`config.mk`:
```
export PLATFORM = sky130hd
export DESIGN_NAME = base92_byte_encoder
export DESIGN_NICKNAME = d
export VERILOG_FILES = /design/src/sv/b92_pkg.sv /design/src/sv/b92_div91.sv /design/src/sv/b92_chars.sv /design/src/sv/b92_pack.sv /design/src/sv/b92_out_seq.sv /design/src/sv/base92_byte_encoder.sv
export SDC_FILE = /design/constraint.sdc
export NUM_CORES = 1
export LEC_CHECK = 0
export ABC_AREA = 1
export BUFFER_PORTS_ARGS = -buffer_cell sky130_fd_sc_hd__buf_2
export CAP_MARGIN = 20
export CORE_UTILIZATION = 40
export CTS_CLUSTER_SIZE = 24
export DETAILED_ROUTE_END_ITERATION = 8
export PLACE_DENSITY = 0.65
export SYNTH_ARGS = -nofsm -noshare
export SYNTH_HDL_FRONTEND = slang
export SYNTH_SLANG_ARGS = --single-unit
```
`constraint.sdc`:
```
create_clock -name clk -period 9.6 [get_ports clk]
set_input_delay 1.44 -clock clk [delete_from_list [all_inputs] [get_ports clk]]
set_output_delay 1.44 -clock clk [all_outputs]
set_load 0.01 [all_outputs]
```
`src/sv/b92_pkg.sv`:
```
package b92_pkg;

  // one message byte and its framing flags
  typedef struct packed {
    logic [7:0] data_byte;
    logic       last_byte;
    logic       empty_message;
  } in_word_t;

  // one encoded character
  typedef struct packed {
    logic [6:0] out_char;
    logic       last_char;
  } out_word_t;

  typedef enum logic [1:0] {
    FL_NONE,
    FL_SHORT,
    FL_LONG
  } flush_kind_t;

  // raw bit groups cut from one byte, before the divide and the table
  typedef struct packed {
    logic        empty;
    logic        last_byte;
    logic        c0_valid;
    logic [12:0] c0;
    flush_kind_t fl_kind;
    logic [12:0] fl_val;
  } group_t;

  localparam int unsigned MaxChars = 4;

  // up to four characters handed to the output sequencer at once
  typedef struct packed {
    logic [2:0]                   n;
    out_word_t [MaxChars-1:0]     ents;
  } seq_load_t;

  localparam logic [6:0]  CH_BANG   = 7'd33;
  localparam logic [6:0]  CH_TILDE  = 7'd126;
  localparam logic [6:0]  RADIX     = 7'd91;
  localparam logic [4:0]  CHUNK_LEN = 5'd13;
  localparam logic [3:0]  SHORT_LEN = 4'd6;
  // ceil(2^20 / 91), exact quotient for every 13-bit chunk
  localparam logic [13:0] RECIP91   = 14'd11523;
  localparam int unsigned RecipShift = 20;

  // index 0..90 to printable ascii, skipping the double quote and the backquote
  function automatic logic [6:0] map_index(input logic [6:0] v);
    logic [6:0] res;
    if (v == 7'd0) begin
      res = CH_BANG;
    end else if (v <= 7'd61) begin
      res = v + 7'd34;
    end else begin
      res = v + 7'd35;
    end
    return res;
  endfunction

endpackage

```
`src/sv/b92_div91.sv`:
```
module b92_div91 (
  input  logic [12:0] chunk,
  output logic [6:0]  quo,
  output logic [6:0]  rem
);
  import b92_pkg::*;

  logic [26:0] prod;
  logic [12:0] back;

  // reciprocal multiply, then take the remainder back out
  assign prod = 27'(chunk) * 27'(RECIP91);
  assign quo  = prod[RecipShift +: 7];
  assign back = 13'(quo) * 13'(RADIX);
  assign rem  = 7'(chunk - back);
endmodule

```
`src/sv/b92_chars.sv`:
```
module b92_chars (
  input  b92_pkg::group_t   grp,
  output b92_pkg::seq_load_t ld
);
  import b92_pkg::*;

  logic [6:0] q0;
  logic [6:0] r0;
  logic [6:0] q1;
  logic [6:0] r1;

  b92_div91 u_div_chunk (
    .chunk (grp.c0),
    .quo   (q0),
    .rem   (r0)
  );

  b92_div91 u_div_flush (
    .chunk (grp.fl_val),
    .quo   (q1),
    .rem   (r1)
  );

  always_comb begin
    logic [1:0] base;
    base = 2'd0;
    ld   = '0;
    if (grp.empty) begin
      ld.ents[0].out_char  = CH_TILDE;
      ld.ents[0].last_char = 1'b1;
      ld.n = 3'd1;
    end else begin
      if (grp.c0_valid) begin
        ld.ents[0].out_char  = map_index(q0);
        ld.ents[0].last_char = 1'b0;
        ld.ents[1].out_char  = map_index(r0);
        // final byte that leaves nothing to flush closes on this character
        ld.ents[1].last_char = grp.last_byte && (grp.fl_kind == FL_NONE);
        base = 2'd2;
      end
      unique case (grp.fl_kind)
        FL_NONE: begin
          ld.n = {1'b0, base};
        end
        FL_SHORT: begin
          ld.ents[base].out_char  = map_index({1'b0, grp.fl_val[5:0]});
          ld.ents[base].last_char = 1'b1;
          ld.n = {1'b0, base} + 3'd1;
        end
        FL_LONG: begin
          ld.ents[base].out_char          = map_index(q1);
          ld.ents[base].last_char         = 1'b0;
          ld.ents[base + 2'd1].out_char   = map_index(r1);
          ld.ents[base + 2'd1].last_char  = 1'b1;
          ld.n = {1'b0, base} + 3'd2;
        end
        default: begin
          ld.n = {1'b0, base};
        end
      endcase
    end
  end
endmodule

```
`src/sv/b92_pack.sv`:
```
module b92_pack (
  input  logic             clk,
  input  logic             rst,
  input  logic             accept,
  input  b92_pkg::in_word_t word,
  output b92_pkg::group_t  grp_next
);
  import b92_pkg::*;

  logic [11:0] pend_bits;
  logic [3:0]  pend_cnt;
  logic [11:0] pend_bits_next;
  logic [3:0]  pend_cnt_next;

  logic [19:0] acc;
  logic [4:0]  cnt_all;
  logic [4:0]  cnt_sub;
  logic        hit;
  logic [3:0]  cnt_left;
  logic [11:0] left_bits;
  logic [2:0]  sh_short;
  logic [3:0]  sh_long;

  assign acc      = {pend_bits, word.data_byte};
  assign cnt_all  = {1'b0, pend_cnt} + 5'd8;
  assign cnt_sub  = cnt_all - CHUNK_LEN;
  assign hit      = cnt_all >= CHUNK_LEN;
  assign cnt_left = hit ? cnt_sub[3:0] : cnt_all[3:0];
  assign left_bits = acc[11:0] & ~(12'hFFF << cnt_left);
  assign sh_short = 3'(SHORT_LEN - cnt_left);
  assign sh_long  = 4'(CHUNK_LEN[3:0] - cnt_left);

  always_comb begin
    grp_next.empty     = word.empty_message;
    grp_next.last_byte = word.last_byte;
    grp_next.c0_valid  = hit && !word.empty_message;
    grp_next.c0        = 13'(acc >> cnt_sub[2:0]);
    grp_next.fl_kind   = FL_NONE;
    grp_next.fl_val    = '0;
    if (word.last_byte && !word.empty_message && cnt_left != 4'd0) begin
      // leftover bits padded on the right
      if (cnt_left < 4'd7) begin
        grp_next.fl_kind = FL_SHORT;
        grp_next.fl_val  = {7'd0, 6'(left_bits << sh_short)};
      end else begin
        grp_next.fl_kind = FL_LONG;
        grp_next.fl_val  = 13'(left_bits) << sh_long;
      end
    end
  end

  always_comb begin
    if (word.empty_message || word.last_byte) begin
      pend_bits_next = '0;
      pend_cnt_next  = '0;
    end else begin
      pend_bits_next = left_bits;
      pend_cnt_next  = cnt_left;
    end
  end

  always_ff @(posedge clk) begin
    if (rst) begin
      pend_bits <= '0;
      pend_cnt  <= '0;
    end else if (accept) begin
      pend_bits <= pend_bits_next;
      pend_cnt  <= pend_cnt_next;
    end
  end
endmodule

```
`src/sv/b92_out_seq.sv`:
```
module b92_out_seq (
  input  logic                clk,
  input  logic                rst,
  input  logic                load,
  input  b92_pkg::seq_load_t  ld,
  output logic                can_load,
  output logic                enc_valid,
  input  logic                enc_stall,
  output b92_pkg::out_word_t  enc
);
  import b92_pkg::*;

  out_word_t [MaxChars-1:0] ents;
  logic [2:0] cnt;
  logic [1:0] rd;
  logic       pop;

  assign enc_valid = cnt != 3'd0;
  assign enc       = ents[rd];
  assign pop       = enc_valid && !enc_stall;
  // refill as the last held word leaves
  assign can_load  = (cnt == 3'd0) || (cnt == 3'd1 && pop);

  always_ff @(posedge clk) begin
    if (load) begin
      ents <= ld.ents;
    end
  end

  always_ff @(posedge clk) begin
    if (rst) begin
      cnt <= '0;
      rd  <= '0;
    end else if (load) begin
      cnt <= ld.n;
      rd  <= '0;
    end else if (pop) begin
      cnt <= cnt - 3'd1;
      rd  <= rd + 2'd1;
    end
  end
endmodule

```
`src/sv/base92_byte_encoder.sv`:
```
// Streaming base92 encoder. Each msg word carries one byte plus last/empty
// flags; each enc word is one printable character, with last_char on the final
// character of the message. One byte yields zero to four characters, and the
// enc port sends one character per cycle while enc_stall is low. A byte's
// characters go out while the next byte waits in the group register, and
// msg_stall holds the input while that register cannot pass its group on. The
// bit packing and pending-bit state update happen at the accept edge, which
// registers the packed group; the divide by 91 and table lookup work on that
// register, and the output sequencer registers their characters once it can
// take them, then sends them. Sending empty_message discards any unfinished
// message and emits '~'.
module base92_byte_encoder (
  input  logic               clk,
  input  logic               rst,
  input  logic               msg_valid,
  output logic               msg_stall,
  input  b92_pkg::in_word_t  msg,
  output logic               enc_valid,
  input  logic               enc_stall,
  output b92_pkg::out_word_t enc
);
  import b92_pkg::*;

  group_t    grp;
  group_t    grp_next;
  logic      grp_valid;
  logic      grp_move;
  logic      msg_accept;
  logic      can_load;
  seq_load_t ld;

  assign grp_move   = grp_valid && can_load;
  assign msg_stall  = grp_valid && !grp_move;
  assign msg_accept = msg_valid && !msg_stall;

  b92_pack u_pack (
    .clk      (clk),
    .rst      (rst),
    .accept   (msg_accept),
    .word     (msg),
    .grp_next (grp_next)
  );

  always_ff @(posedge clk) begin
    if (msg_accept) begin
      grp <= grp_next;
    end
  end

  always_ff @(posedge clk) begin
    if (rst) begin
      grp_valid <= 1'b0;
    end else if (msg_accept) begin
      grp_valid <= 1'b1;
    end else if (grp_move) begin
      grp_valid <= 1'b0;
    end
  end

  b92_chars u_chars (
    .grp (grp),
    .ld  (ld)
  );

  b92_out_seq u_out_seq (
    .clk       (clk),
    .rst       (rst),
    .load      (grp_move),
    .ld        (ld),
    .can_load  (can_load),
    .enc_valid (enc_valid),
    .enc_stall (enc_stall),
    .enc       (enc)
  );

  a_load_shows: assert property (@(posedge clk) disable iff (rst)
    grp_move && ld.n != 3'd0 |=> enc_valid)
    else $error("loaded characters not presented");

  a_empty_held: assert property (@(posedge clk) disable iff (rst)
    msg_accept && msg.empty_message |=> grp_valid && grp.empty)
    else $error("empty message word lost");

  a_move_frees: assert property (@(posedge clk) disable iff (rst)
    grp_move |=> !grp_valid || $past(msg_accept))
    else $error("group register held after move");

  a_range: assert property (@(posedge clk) disable iff (rst)
    grp_move |-> ld.n <= 3'd4 && (ld.n == 3'd0 || ld.ents[0].out_char >= CH_BANG))
    else $error("bad character load");
endmodule
```
==> impl_results.md <==
* Synthesized flop and latch total at 85
* Max capacitance violation total at 0
* Mean post-synth cell area at 7.236 um2
* Main synth FF type: sky130_fd_sc_hd__edfxtp_1
* Fraction of final layout cells sized beyond drive strength 1 at 4.208%
* Antenna diode instance count at 0
* Crit path buf inv count at 9
* Layout fillers at 3,490
* Maximum root-to-sink buffer count at 2
* Placer's final routability congestion estimate at 0.9478
* Depth of the worst hold-timing path at 2
* Status: completed
* Clock slew at reported path FFs at 70 ps
* CP peak stage delay at 560 ps
* Syn nets at 2,217
* Critical hold path startpoint: u_pack.pend_bits[3]
* Htree depth at 3
* Period utilisation layout at between 80% and 90%
* Count of buffers inserted at the top-level ports at 23
* Worst-path cell with the longest stage delay: sky130_fd_sc_hd__xnor2_1
* Post-cts resize count at 0
* Area added between synthesis and finish at 6.761%
* Yosys Warn Count at 0
* Number of cells produced by synthesis at 1,885
* Number of enable flip-flop cells after synthesis at 63
* Clock tree from TritonCTS: built
* Count of different cell masters after synthesis at 50
* Detailed-router iteration count before antenna repair at 5
* Share of the synthesized area in the top cell type at ~22%
* Worst hold-check path type: reg2reg
* Average vias per placed instance at roughly 5
* Setup repair after global routing missed its margin: no
* Leading cell types by total area after synthesis: sky130_fd_sc_hd__ha_1 22%, sky130_fd_sc_hd__edfxtp_1 14%, sky130_fd_sc_hd__fa_1 11%
* CP Launch Type: flip-flop
* Number of top-level pins at 24
* GRT overflow at 0
* Top cell by count, worst path: sky130_fd_sc_hd__inv_1
* Overall via count from detail_route at 12,010
* CTS Root Cell: sky130_fd_sc_hd__clkbuf_16
* Area of the core at between 30,000 and 40,000 um2
* Cell type group with the largest total delay on the critical path: adder cells
* Number of nets still failing antenna checks after routing at 0
* Die footprint at around 35,000 um2
* Startpoint of the most critical register-to-register path: grp[17]
* CP endpoint kind: flip-flop
* DRC viols at 0
* Clk Latency, worst-skew pair at 350 ps
* Relative slew slack at 47.14%
* Synth Cell Area at 13,640 um2
* Hold bufs inserted after CTS at 0
* Worst Tran Pin Value at 792.9 ps
* Sink Count at 85
* Post-DP HPWL at 29.27 mm
* Worst reg2reg endpoint: u_out_seq.ents[14]
* Average detailed-routed wire length per instance at 14.41 um
* Die Ht at 186.7 um
* Number of buffers created by CTS at 9
* Via count of the first global-routing pass at ~12,000
* Final count of hold timing violations at 0
* Initial antenna violation count at 0
* Cell taking the most area after synthesis: sky130_fd_sc_hd__ha_1
* Maximum number of pins on one net before global-route repair at 36
* Worst r2r path cells at 38
* Routed WL at roughly 34 mm
* Effective utilization at floorplan at about two fifths
* Post-layout minimum cycle time at 8508 ps
* NumNets Final at 2,228
* Async set-or-reset flop fraction in the synthesized netlist at 0%
* Violation count after the first detailed-routing iteration at 796
* Total setup violations reported at the end of the flow at 0
* Fraction of the yosys area taken by sequential cells at between 15 and 20%
* Die width at between 150 and 200 um
* Crit path DAT at 8600 ps
* Skew final at ~7.5 ps
* Global-route wire length before repair at 56.70 mm
* Slack of the worst reg-to-reg path at approximately 1100 ps
* FP Rows at 67
* Worst Path Class, Setup: reg2reg
* End point of the worst hold path: u_pack.pend_bits[3]
* WP data required at 9690 ps
* Post-CTS setup buffer count at 0
* Fmax at around 120 MHz
* Overall Global Routing Usage at between 10% and 20%
* Pins over their slew limit at 0
* Largest fanout on the critical path at 12
* Total Neg Setup Slack at 0 ps
-- how the worst max path moves through the flow --
stage / startpoint / endpoint / slack, ps / cells after the start
2_1_floorplan: grp[17] / u_out_seq.ents[13] / 2050 / 39
3_3_place_gp: grp[17] / u_out_seq.ents[14] / 1270 / 38
3_5_place_dp: grp[17] / u_out_seq.ents[14] / 1090 / 38
4_1_cts: grp[17] / u_out_seq.ents[14] / 1090 / 38
5_1_grt: grp[17] / u_out_seq.ents[14] / 500 / 34
6_report: grp[17] / u_out_seq.ents[14] / 1090 / 38
-- sequential cells by signal, indices dropped and copies added (netlist names) --
name              cells
u_pack.pend_cnt       4
u_pack.pend_bits     12
u_out_seq.cnt         3
u_out_seq.ents       32
u_out_seq.rd          2
grp_valid             1
grp                  31
-- tightest hold or removal path: stages (launching register included) --
cell and delay [ps]:
sky130_fd_sc_hd__dfxtp_1 310, sky130_fd_sc_hd__nand2_1 60, sky130_fd_sc_hd__a21oi_1 50
-- through the flow --
stage | std cells | hold slack, ps | util, % | area (um2) | worst slack (ps)
global route | 2349 | 483.9 | 43.43 | 14560 | 500.1
detailed placement | 2333 | 460.3 | 42.53 | 14260 | 1094
global placement | 2332 | 455.6 | 42.45 | 14230 | 1274
CTS | 2349 | 470.6 | 43.43 | 14560 | 1094
floorplan | 1885 | 445.3 | - | 13640 | 2046
finish | 2349 | 469.1 | 43.43 | 14560 | 1092
-- kinds of logic (layout without fill, tap and decap cells) --
| family | count (synthesis) | after routing | share of synthesized area (%) |
|---|---|---|---|
| fa+ha+maj | 318 | 318 | 33.24 |
| buf+inv | 403 | 419 | 11.12 |
| compound gates | 284 | 284 | 11.52 |
| flops | 85 | 85 | 17.10 |
| xor+xnor | 55 | 55 | 3.752 |
| mux | 6 | 6 | 0.4403 |
| simple gates | 734 | 734 | 22.82 |
-- synth_stat cells, drive strengths merged, types with 22 or more instances --
library cell  count
nor2            162
dfxtp            22
ha              244
edfxtp           63
o21ai           129
nand4            23
nor3             24
fa               74
inv             374
nand2           404
clkbuf           22
nand3           104
xor2             36
a21oi            90
-- cell usage in the layout, fill, tap and decap left out, drive strengths merged --
cell     count
buf         27
nor4         2
edfxtp      63
a22oi        5
o31ai        3
a31oi        8
xor2        36
a21oi       90
clkbuf      10
inv        379
o32ai        2
a211oi       6
nand3b       6
nand3      104
mux2i        6
a311oi       1
or2          7
nand2      404
o21bai       8
clkinv       3
nor2       162
dfxtp       22
nand4       23
o22ai       13
ha         244
o211ai       9
o2bb2ai      1
nor3        24
a21o         5
nand2b       1
and3         1
xnor2       19
o311ai       1
o21ai      129
o21a         1
a21boi       2
fa          74
-- cell type report --
cell class	instances	area, um2	share of cell area [%]
clock buffer	10	250.2	1.719
tap	448	560.5	3.849
multi-input combinational	1397	9793	67.25
clock inverter	6	48.80	0.3351
inverter	376	1411	9.692
timing repair buffer	27	165.2	1.134
sequential	85	2332	16.02
-- routing by layer --
layer	track usage (%)	vias to the layer above	wire length, um
met1	28.23	5574	16490
met5	0	-	0
met2	31.92	292	15180
met4	3.562	0	338
li1	-	6121	-
met3	2.746	21	1839
Power is left out: the tool's default activity adds up to more than one toggle a clock period on the data nets, which glitch-free logic cannot reach.
